--- config.mk ---
export PLATFORM = sky130hd
export DESIGN_NAME = text_console_cursor_engine_flat
export DESIGN_NICKNAME = d
export VERILOG_FILES = /design/src/tcce_pkg.sv /design/src/tcce_ifs.sv /design/src/text_console_cursor_engine.sv /design/src/tcce_datapath.sv /design/src/tcce_ctrl.sv /design/src/flat_wrapper.sv
export SDC_FILE = /design/constraint.sdc
export NUM_CORES = 1
export LEC_CHECK = 0
export ABC_CLOCK_PERIOD_IN_PS = 3490
export BUFFER_PORTS_ARGS = -buffer_cell sky130_fd_sc_hd__clkbuf_2
export CAP_MARGIN = 10
export CELL_PAD_IN_SITES_DETAIL_PLACEMENT = 0
export CELL_PAD_IN_SITES_GLOBAL_PLACEMENT = 1
export CORE_MARGIN = 3
export CORE_UTILIZATION = 45
export DETAILED_ROUTE_END_ITERATION = 6
export PLACE_DENSITY_LB_ADDON = 0.1
export SLEW_MARGIN = 20
export SYNTH_ARGS = -nofsm -noshare
export SYNTH_HDL_FRONTEND = slang
export SYNTH_SLANG_ARGS = --single-unit
--- constraint.sdc ---
create_clock -name i_clk -period 3.49 [get_ports i_clk]
set_clock_uncertainty 0.15 [all_clocks]
set_input_delay 0.5235 -clock i_clk [delete_from_list [all_inputs] [get_ports i_clk]]
set_output_delay 0.5235 -clock i_clk [all_outputs]
set_load 0.1 [all_outputs]
--- src/tcce_pkg.sv ---
// Shared constants, codes and control types of the text console cursor engine.
`default_nettype none

package tcce_pkg;

    // Tab stop spacing, and the width of the tab counter and column phase
    localparam int TAB_WIDTH = 8;
    localparam int TAB_CNT_W = 4;

    // Configuration port geometry and register indexes
    localparam int CFG_IDX_W  = 2;
    localparam int CFG_DATA_W = 8;
    localparam logic [CFG_IDX_W-1:0] CFG_ENABLE  = 2'd0;
    localparam logic [CFG_IDX_W-1:0] CFG_COLUMNS = 2'd1;
    localparam logic [CFG_IDX_W-1:0] CFG_ROWS    = 2'd2;
    localparam logic [CFG_IDX_W-1:0] CFG_COLOR   = 2'd3;

    // Register values after reset
    localparam logic       RST_ENABLE  = 1'b1;
    localparam logic [7:0] RST_COLUMNS = 8'd80;
    localparam logic [7:0] RST_ROWS    = 8'd25;
    localparam logic [7:0] RST_COLOR   = 8'd7;

    // Control characters
    localparam logic [7:0] CH_TAB     = 8'd9;
    localparam logic [7:0] CH_NEWLINE = 8'd10;
    localparam logic [7:0] CH_RETURN  = 8'd13;
    localparam logic [7:0] CH_SPACE   = 8'd32;

    // Result kinds
    localparam logic KIND_CELL   = 1'b0;
    localparam logic KIND_SCROLL = 1'b1;

    // Commands from the controller to the datapath
    typedef struct packed {
        logic load_item;    // accepted character while enabled
        logic emit_cell;    // write a cell into the output register
        logic emit_scroll;  // write a scroll command into the output register
    } t_cmd;

    // Status from the datapath to the controller
    typedef struct packed {
        logic enable;      // console active
        logic out_free;    // output register can take a result this cycle
        logic is_newline;  // incoming character is a newline
        logic is_write;    // incoming character writes cells (anything but newline or carriage return)
        logic wrap;        // cursor advance passes the last column
        logic bottom;      // moving down passes the last row
        logic tab_one;     // one cell left to write for this item
        logic tab_zero;    // no cell left to write for this item
    } t_status;

endpackage

`default_nettype wire

--- src/tcce_ifs.sv ---
// Valid/ready channel interfaces for characters in and screen results out.
`default_nettype none

interface tcce_char_if;
    logic       valid;
    logic       ready;
    logic [7:0] char_code;

    modport source (output valid, output char_code, input ready);
    modport sink   (input valid, input char_code, output ready);
endinterface

interface tcce_res_if;
    logic       valid;
    logic       ready;
    logic       kind;
    logic [7:0] col;
    logic [7:0] row;
    logic [7:0] glyph;
    logic [7:0] color;
    logic       last;

    modport source (output valid, output kind, output col, output row, output glyph,
                    output color, output last, input ready);
    modport sink   (input valid, input kind, input col, input row, input glyph,
                    input color, input last, output ready);
endinterface

`default_nettype wire

--- src/text_console_cursor_engine.sv ---
// Top level of the text console cursor engine: controller plus datapath.
//
//  Channel   Direction  Handshake    Payload
//  i_char    in         valid/ready  char_code[7:0]
//  o_res     out        valid/ready  kind, col[7:0], row[7:0], glyph[7:0], color[7:0], last
//  i_cfg_*   in         write enable register index [1:0], data [7:0]
//
//  A printable character is accepted first, and its cell is then loaded into the output
//  register. A tab writes 8 - (column mod 8) cells, and each scroll adds one result; the
//  sequencer emits one result per cycle, while the output is not stalled, through the
//  single output register. Newline without scroll, carriage return and disabled input
//  produce no result. Reset is synchronous, active low, and needs no clearing pass.
//  A stalled output holds the sequencer; input is taken only while no item is in work.
`default_nettype none

module text_console_cursor_engine (
    input  wire                             i_clk,
    input  wire                             i_rst_n,
    input  wire                             i_cfg_we,
    input  wire  [tcce_pkg::CFG_IDX_W-1:0]  i_cfg_idx,
    input  wire  [tcce_pkg::CFG_DATA_W-1:0] i_cfg_data,
    tcce_char_if.sink                       i_char,
    tcce_res_if.source                      o_res
);

    tcce_pkg::t_cmd    cmd;
    tcce_pkg::t_status st;
    logic              in_ready;

    assign i_char.ready = in_ready;

    tcce_ctrl u_ctrl (
        .i_clk      (i_clk),
        .i_rst_n    (i_rst_n),
        .i_in_valid (i_char.valid),
        .o_in_ready (in_ready),
        .i_st       (st),
        .o_cmd      (cmd)
    );

    tcce_datapath u_datapath (
        .i_clk       (i_clk),
        .i_rst_n     (i_rst_n),
        .i_cfg_we    (i_cfg_we),
        .i_cfg_idx   (i_cfg_idx),
        .i_cfg_data  (i_cfg_data),
        .i_char_code (i_char.char_code),
        .i_cmd       (cmd),
        .o_st        (st),
        .o_res       (o_res)
    );

endmodule

`default_nettype wire

--- src/tcce_datapath.sv ---
// Cursor, configuration registers, tab counter and result output register.
`default_nettype none

module tcce_datapath (
    input  wire                            i_clk,
    input  wire                            i_rst_n,
    input  wire                            i_cfg_we,
    input  wire  [tcce_pkg::CFG_IDX_W-1:0] i_cfg_idx,
    input  wire  [tcce_pkg::CFG_DATA_W-1:0] i_cfg_data,
    input  wire  [7:0]                     i_char_code,
    input  wire  tcce_pkg::t_cmd           i_cmd,
    output tcce_pkg::t_status              o_st,
    tcce_res_if.source                     o_res
);

    localparam int TW = tcce_pkg::TAB_CNT_W;

    // Configuration registers
    logic       r_enable;
    logic [7:0] r_columns;
    logic [7:0] r_rows;
    logic [7:0] r_color;

    // Cursor and item state
    logic [7:0]    r_col, n_col;
    logic [7:0]    r_row, n_row;
    logic [TW-1:0] r_tab_ph, n_tab_ph;   // cursor column modulo the tab width
    logic [TW-1:0] r_tab_left, n_tab_left;
    logic [7:0]    r_glyph;

    // Output register
    logic       r_res_valid;
    logic       r_res_kind;
    logic [7:0] r_res_col;
    logic [7:0] r_res_row;
    logic [7:0] r_res_glyph;
    logic [7:0] r_res_color;
    logic       r_res_last;

    logic [7:0]    eff_cols;
    logic [7:0]    eff_rows;
    logic [8:0]    col_inc;
    logic [8:0]    row_inc;
    logic          wrap;
    logic          bottom;
    logic [7:0]    row_down;
    logic [TW-1:0] ph_inc;
    logic          is_nl;
    logic          is_cr;
    logic          is_tab;
    logic          out_free;

    // Treat a zero screen size as one
    assign eff_cols = (r_columns == 8'd0) ? 8'd1 : r_columns;
    assign eff_rows = (r_rows == 8'd0) ? 8'd1 : r_rows;

    // Advance tests against the screen edges
    assign col_inc  = {1'b0, r_col} + 9'd1;
    assign row_inc  = {1'b0, r_row} + 9'd1;
    assign wrap     = (col_inc >= {1'b0, eff_cols});
    assign bottom   = (row_inc >= {1'b0, eff_rows});
    assign row_down = bottom ? (eff_rows - 8'd1) : row_inc[7:0];
    assign ph_inc   = (r_tab_ph == TW'(tcce_pkg::TAB_WIDTH - 1)) ? '0 : (r_tab_ph + TW'(1));

    // Decode the incoming character
    assign is_nl  = (i_char_code == tcce_pkg::CH_NEWLINE);
    assign is_cr  = (i_char_code == tcce_pkg::CH_RETURN);
    assign is_tab = (i_char_code == tcce_pkg::CH_TAB);

    assign out_free = !r_res_valid || o_res.ready;

    // Status towards the controller
    always_comb begin
        o_st.enable     = r_enable;
        o_st.out_free   = out_free;
        o_st.is_newline = is_nl;
        o_st.is_write   = !is_nl && !is_cr;
        o_st.wrap       = wrap;
        o_st.bottom     = bottom;
        o_st.tab_one    = (r_tab_left == TW'(1));
        o_st.tab_zero   = (r_tab_left == '0);
    end

    // Take configuration writes
    always_ff @(posedge i_clk) begin
        if (!i_rst_n) begin
            r_enable  <= tcce_pkg::RST_ENABLE;
            r_columns <= tcce_pkg::RST_COLUMNS;
            r_rows    <= tcce_pkg::RST_ROWS;
            r_color   <= tcce_pkg::RST_COLOR;
        end else if (i_cfg_we) begin
            unique case (i_cfg_idx)
                tcce_pkg::CFG_ENABLE:  r_enable  <= i_cfg_data[0];
                tcce_pkg::CFG_COLUMNS: r_columns <= i_cfg_data[7:0];
                tcce_pkg::CFG_ROWS:    r_rows    <= i_cfg_data[7:0];
                tcce_pkg::CFG_COLOR:   r_color   <= i_cfg_data[7:0];
                default: ;
            endcase
        end
    end

    // Next cursor and tab counter
    always_comb begin
        n_col      = r_col;
        n_row      = r_row;
        n_tab_ph   = r_tab_ph;
        n_tab_left = r_tab_left;
        priority if (i_cmd.load_item) begin
            if (is_nl) begin
                n_col      = 8'd0;
                n_tab_ph   = '0;
                n_row      = row_down;
                n_tab_left = '0;
            end else if (is_cr) begin
                n_col      = 8'd0;
                n_tab_ph   = '0;
                n_tab_left = '0;
            end else if (is_tab) begin
                n_tab_left = TW'(tcce_pkg::TAB_WIDTH) - r_tab_ph;
            end else begin
                n_tab_left = TW'(1);
            end
        end else if (i_cmd.emit_cell) begin
            n_tab_left = r_tab_left - TW'(1);
            if (wrap) begin
                n_col    = 8'd0;
                n_tab_ph = '0;
                n_row    = row_down;
            end else begin
                n_col    = col_inc[7:0];
                n_tab_ph = ph_inc;
            end
        end else begin
        end
    end

    // Hold the cursor state
    always_ff @(posedge i_clk) begin
        if (!i_rst_n) begin
            r_col      <= 8'd0;
            r_row      <= 8'd0;
            r_tab_ph   <= '0;
            r_tab_left <= '0;
        end else begin
            r_col      <= n_col;
            r_row      <= n_row;
            r_tab_ph   <= n_tab_ph;
            r_tab_left <= n_tab_left;
        end
    end

    // Latch the glyph of the accepted character
    always_ff @(posedge i_clk) begin
        if (i_cmd.load_item) begin
            r_glyph <= is_tab ? tcce_pkg::CH_SPACE : i_char_code;
        end
    end

    // Output register valid flag
    always_ff @(posedge i_clk) begin
        if (!i_rst_n) begin
            r_res_valid <= 1'b0;
        end else if (i_cmd.emit_cell || i_cmd.emit_scroll) begin
            r_res_valid <= 1'b1;
        end else if (o_res.ready) begin
            r_res_valid <= 1'b0;
        end
    end

    // Output register payload
    always_ff @(posedge i_clk) begin
        if (i_cmd.emit_cell) begin
            r_res_kind  <= tcce_pkg::KIND_CELL;
            r_res_col   <= r_col;
            r_res_row   <= r_row;
            r_res_glyph <= r_glyph;
            r_res_color <= r_color;
            r_res_last  <= !(wrap && bottom) && (r_tab_left == TW'(1));
        end else if (i_cmd.emit_scroll) begin
            r_res_kind  <= tcce_pkg::KIND_SCROLL;
            r_res_col   <= 8'd0;
            r_res_row   <= 8'd0;
            r_res_glyph <= 8'd0;
            r_res_color <= 8'd0;
            r_res_last  <= (r_tab_left == '0);
        end
    end

    assign o_res.valid = r_res_valid;
    assign o_res.kind  = r_res_kind;
    assign o_res.col   = r_res_col;
    assign o_res.row   = r_res_row;
    assign o_res.glyph = r_res_glyph;
    assign o_res.color = r_res_color;
    assign o_res.last  = r_res_last;

endmodule

`default_nettype wire

--- src/tcce_ctrl.sv ---
// Controller state machine: accepts characters and sequences cell and scroll results.
`default_nettype none

module tcce_ctrl (
    input  wire                 i_clk,
    input  wire                 i_rst_n,
    input  wire                 i_in_valid,
    output logic                o_in_ready,
    input  wire tcce_pkg::t_status i_st,
    output tcce_pkg::t_cmd      o_cmd
);

    localparam logic [1:0] ST_IDLE   = 2'd0;
    localparam logic [1:0] ST_CELL   = 2'd1;
    localparam logic [1:0] ST_SCROLL = 2'd2;

    logic [1:0] r_state, n_state;

    assign o_in_ready = (r_state == ST_IDLE);

    // Issue commands and choose the next state
    always_comb begin
        n_state           = r_state;
        o_cmd.load_item   = 1'b0;
        o_cmd.emit_cell   = 1'b0;
        o_cmd.emit_scroll = 1'b0;
        unique case (r_state)
            ST_IDLE: begin
                // drop characters while disabled
                if (i_in_valid && i_st.enable) begin
                    o_cmd.load_item = 1'b1;
                    if (i_st.is_newline && i_st.bottom) begin
                        n_state = ST_SCROLL;
                    end else if (i_st.is_write) begin
                        n_state = ST_CELL;
                    end
                end
            end
            ST_CELL: begin
                if (i_st.out_free) begin
                    o_cmd.emit_cell = 1'b1;
                    if (i_st.wrap && i_st.bottom) begin
                        n_state = ST_SCROLL;
                    end else if (i_st.tab_one) begin
                        n_state = ST_IDLE;
                    end
                end
            end
            ST_SCROLL: begin
                if (i_st.out_free) begin
                    o_cmd.emit_scroll = 1'b1;
                    n_state = i_st.tab_zero ? ST_IDLE : ST_CELL;
                end
            end
            default: begin
                n_state = ST_IDLE;
            end
        endcase
    end

    // Hold the state
    always_ff @(posedge i_clk) begin
        if (!i_rst_n) begin
            r_state <= ST_IDLE;
        end else begin
            r_state <= n_state;
        end
    end

    // At most one datapath action per cycle
    a_one_cmd: assert property (@(posedge i_clk) disable iff (!i_rst_n)
        $onehot0({o_cmd.load_item, o_cmd.emit_cell, o_cmd.emit_scroll}))
        else $error("controller issued more than one command");

    // Never overwrite a result that has not been taken
    a_emit_free: assert property (@(posedge i_clk) disable iff (!i_rst_n)
        (o_cmd.emit_cell || o_cmd.emit_scroll) |-> i_st.out_free)
        else $error("result emitted into a full output register");

    // A cell state always has a cell left to write
    a_cell_count: assert property (@(posedge i_clk) disable iff (!i_rst_n)
        (r_state == ST_CELL) |-> !i_st.tab_zero)
        else $error("cell state with no cell left");

    // After the final cell with no scroll, the controller returns to idle
    a_cell_done: assert property (@(posedge i_clk) disable iff (!i_rst_n)
        (o_cmd.emit_cell && i_st.tab_one && !(i_st.wrap && i_st.bottom))
        |=> (r_state == ST_IDLE))
        else $error("controller did not return to idle after the last cell");

endmodule

`default_nettype wire
--- src/flat_wrapper.sv ---
// flat-port wrapper written by rule: the top's interface ports become plain ports
module text_console_cursor_engine_flat 
  (i_clk, i_rst_n, i_cfg_we, i_cfg_idx, i_cfg_data, i_char_valid, i_char_char_code, i_char_ready, o_res_valid, o_res_kind, o_res_col, o_res_row, o_res_glyph, o_res_color, o_res_last, o_res_ready);
  tcce_char_if i_char_i ();
  tcce_res_if o_res_i ();
  input  wire i_clk;
  input  wire i_rst_n;
  input  wire i_cfg_we;
  input  wire  [tcce_pkg::CFG_IDX_W-1:0] i_cfg_idx;
  input  wire  [tcce_pkg::CFG_DATA_W-1:0] i_cfg_data;
  input wire logic [$bits(i_char_i.valid)-1:0] i_char_valid;
  input wire logic [$bits(i_char_i.char_code)-1:0] i_char_char_code;
  output wire logic [$bits(i_char_i.ready)-1:0] i_char_ready;
  output wire logic [$bits(o_res_i.valid)-1:0] o_res_valid;
  output wire logic [$bits(o_res_i.kind)-1:0] o_res_kind;
  output wire logic [$bits(o_res_i.col)-1:0] o_res_col;
  output wire logic [$bits(o_res_i.row)-1:0] o_res_row;
  output wire logic [$bits(o_res_i.glyph)-1:0] o_res_glyph;
  output wire logic [$bits(o_res_i.color)-1:0] o_res_color;
  output wire logic [$bits(o_res_i.last)-1:0] o_res_last;
  input wire logic [$bits(o_res_i.ready)-1:0] o_res_ready;
  assign i_char_i.valid = i_char_valid;
  assign i_char_i.char_code = i_char_char_code;
  assign i_char_ready = i_char_i.ready;
  assign o_res_valid = o_res_i.valid;
  assign o_res_kind = o_res_i.kind;
  assign o_res_col = o_res_i.col;
  assign o_res_row = o_res_i.row;
  assign o_res_glyph = o_res_i.glyph;
  assign o_res_color = o_res_i.color;
  assign o_res_last = o_res_i.last;
  assign o_res_i.ready = o_res_ready;
  text_console_cursor_engine u_core (.i_clk(i_clk), .i_rst_n(i_rst_n), .i_cfg_we(i_cfg_we), .i_cfg_idx(i_cfg_idx), .i_cfg_data(i_cfg_data), .i_char(i_char_i), .o_res(o_res_i));
endmodule
==> results.toml <==
[place]
post-place-ws_ns = 0.3779
hpwl_mm = 7.883
gp_congestion = 0.8415
portBuffers = 58

[power]
leakagePower_nw = 2.238
ir_worst_vdd_v = 0.0002097
power_w = 0.002379
pwr_density_cell_mw_per_mm2 = 444.6

[sta]
rsz0062_at_grt = "no"
tightestPinTransition_ns = 0.9907
period_share = 0.9073
worst_slack_ns = 0.3234
layout_min_cycle_time_ns = 3.167
hold_violations = 0
slew_viol_final = 0
clock.fmax_ghz = 0.3158
fin_tns_setup_ns = 0
maxSlewHeadroom = 0.3380
setup_viol = 0

[clock_network]
cts_num_sinks = 94
cts_root_buf = "clkbuf_8"
cts_setup_buffers = 0
ctsHoldBuffers = 0
cts_buffers = 9
cts.path.max_buffers = 2
clk_pin_slew_ns = 0.10
cts_tree = "built"
clkLatencyLatePin_ns = 0.37
cts_htree_levels = 3
cts_resized = 0

[hold_path]
min_delay_path_depth = 1
min_path_type = "in -> reg"

[grt]
overflow = 0
grt_pass1_vias = 3631
track_usage = 0.1923
grt_max_degree = 36
grt_pass1_wl_mm = 17.75
antenna_found_initial = 0

[routing]
drc = 0
wire_per_inst_um = 16.05
drt_pass1_iterations = 5
vias = 3727
drt_iter0_drc = 234
viasPerCell = 5.425
wl_mm = 11.02
ant_nets = 0

[critical_path]
cp.buffers_inverters = 1
worstPathRequired_ns = 3.58
startpoint_type = "flop"
cp.depth = 12
crit_chain = "ha_1 > nand3_2 > nor2_1 > xor2_1 > ha_1 > a21oi_1 > nand2_1 > a221o_1 > a41oi_4 > buf_4 > mux2i_1 > o32ai_1"
end_kind = "flop"
reg2reg_depth = 12
worst-path-max-fanout = 16
crit_type = "reg -> reg"
cp_top_family = "compound AO/OA/AOI/OAI gates"
crit_path_max_incr_delay_ns = 0.42
path_common_cell = "ha_1"
critPathSlowestCell = "dfxtp_1"
cp.arrival_ns = 3.26

[synth]
synth_edf_count = 41
yosys_warnings = 0
yosysTopAreaCell = "edfxtp_1"
syn_nets = 546
ys_ff_latch = 94
synth_flop_cell = "dfxtp_1"
syn-instance-count = 500
synth_area_leaders = "edfxtp_1 (26%), dfxtp_1 (22%), ha_1 (6.0%)"
synth-async-reset-ratio = 0
netlist_area_sq_mm = 0.004803
synth_top_area_frac = 0.2563
ys_seq_area_frac = 0.4772
synth_cell_types = 60
avgSynthCellArea_sq_um = 9.607

[finish]
drive_above_1_share = 0.1851
nets = 592
mostFrequentLayoutCells = "nand2_1 (74), clkbuf_2 (58), dfxtp_1 (53), edfxtp_1 (41), and3_1 (34)"
area_growth_pct = 11.41
final_util = 0.5160
diodes = 0
layout_commonest_cell = "nand2_1"

[floorplanning]
dieArea_sq_mm = 0.01195
core.rowCount = 37
dieHeight_um = 109.3
die_w_um = 109.3
start_util = 0.4632
core-area_sq_mm = 0.01037
boundaryPins = 59

[outcome]
status = "finished clean"

[job]
drv_cap = 0
==> worst register-to-register path: stages (launching register included) <==
cell and delay (ns):
dfxtp_1 0.42, ha_1 0.25, nand3_2 0.15, nor2_1 0.15, xor2_1 0.22, ha_1 0.29
a21oi_1 0.15, nand2_1 0.07, a221o_1 0.39, a41oi_4 0.21, buf_4 0.28, mux2i_1 0.22
o32ai_1 0.10
==> routing by layer <==
metal  wire (um)  track usage  vias up
li1            -            -     1879
met1        4867       0.2359     1764
met2        5582       0.3325       69
met3         350      0.03406       15
met4         222      0.08192        0
met5           0            0        -
==> registers in the layout (all words and copies together), names as in the netlist <==
| signal | count |
|---|---|
| u_core.u_datapath.o_res.col | 8 |
| u_core.u_datapath.r_row | 8 |
| u_core.u_datapath.o_res.valid | 1 |
| u_core.u_datapath.r_color | 8 |
| u_core.u_datapath.r_columns | 8 |
| u_core.u_datapath.o_res.last | 1 |
| u_core.u_datapath.r_enable | 1 |
| u_core.u_ctrl.r_state | 2 |
| u_core.u_datapath.r_tab_left | 4 |
| u_core.u_datapath.o_res.glyph | 8 |
| u_core.u_datapath.o_res.kind | 1 |
| u_core.u_datapath.o_res.color | 8 |
| u_core.u_datapath.r_rows | 8 |
| u_core.u_datapath.o_res.row | 8 |
| u_core.u_datapath.r_col | 8 |
| u_core.u_datapath.r_tab_ph | 4 |
| u_core.u_datapath.r_glyph | 8 |
==> through the flow <==
step	hold slack, ns	std cells	area [sq um]
2_1_floorplan	0.2819	500	4803
3_3_place_gp	0.2907	671	5169
3_5_place_dp	0.2943	671	5169
4_1_cts	0.1702	687	5351
5_1_grt	0.1765	687	5351
6_report	0.1891	687	5351
==> synthesized netlist by cell type (4+ instances only) <==
| library cell | n |
|---|---|
| and3_1 | 34 |
| nor2_1 | 22 |
| nor3_1 | 10 |
| buf_2 | 4 |
| clkbuf_1 | 21 |
| o211ai_1 | 5 |
| a21oi_1 | 32 |
| o31ai_1 | 4 |
| o22ai_1 | 5 |
| or2_2 | 5 |
| nand2_1 | 74 |
| nand3_1 | 25 |
| ha_1 | 23 |
| a211oi_1 | 4 |
| mux2i_1 | 10 |
| xnor2_1 | 11 |
| edfxtp_1 | 41 |
| dfxtp_1 | 53 |
| a31oi_1 | 6 |
| a32oi_1 | 4 |
| inv_1 | 26 |
| xor2_1 | 8 |
| o21ai_0 | 12 |
| buf_6 | 5 |
==> worst paths after layout <==
path / endpoint / from / slack, ns
max reg2reg: u_core.u_datapath.r_row[4] / u_core.u_datapath.r_row[0] / 0.32
min: u_core.u_datapath.r_glyph[6] / i_char_char_code[6] / 0.19
max: u_core.u_datapath.r_row[4] / u_core.u_datapath.r_row[0] / 0.32
min reg2reg: u_core.u_datapath.r_color[3] / u_core.u_datapath.r_color[3] / 0.31
==> cell type report <==
class	instances	area, sq um
clock buffer	10	127.6
timing repair buffer	65	342.8
clock inverter	6	55.05
multi-input combinational	349	2262
sequential	94	2292
inverter	27	101.3
fill	977	5019
tap	136	170.2
==> cells by family (layout without fill, tap and decap cells) <==
| kind of cell | after synthesis | in the layout | synth area share |
|---|---|---|---|
| buffers and inverters | 57 | 108 | 0.05340 |
| AOI/OAI and AO/OA | 100 | 100 | 0.1482 |
| and+or+nand+nor | 195 | 195 | 0.2011 |
| xor gates and xnor gates | 19 | 19 | 0.03464 |
| adders and majority gates | 23 | 23 | 0.05991 |
| DFF | 94 | 94 | 0.4772 |
| muxes | 12 | 12 | 0.02553 |
==> where the power goes <==
part	switching (W)	leakage, nW	total [W]	internal, W
registers	0.0000293	0.835	0.00124	0.00121
clock network	0.000421	0.0869	0.000694	0.000273
logic	0.000347	1.32	0.000449	0.000102
No activity file was read; power rests on OpenSTA's default activity.
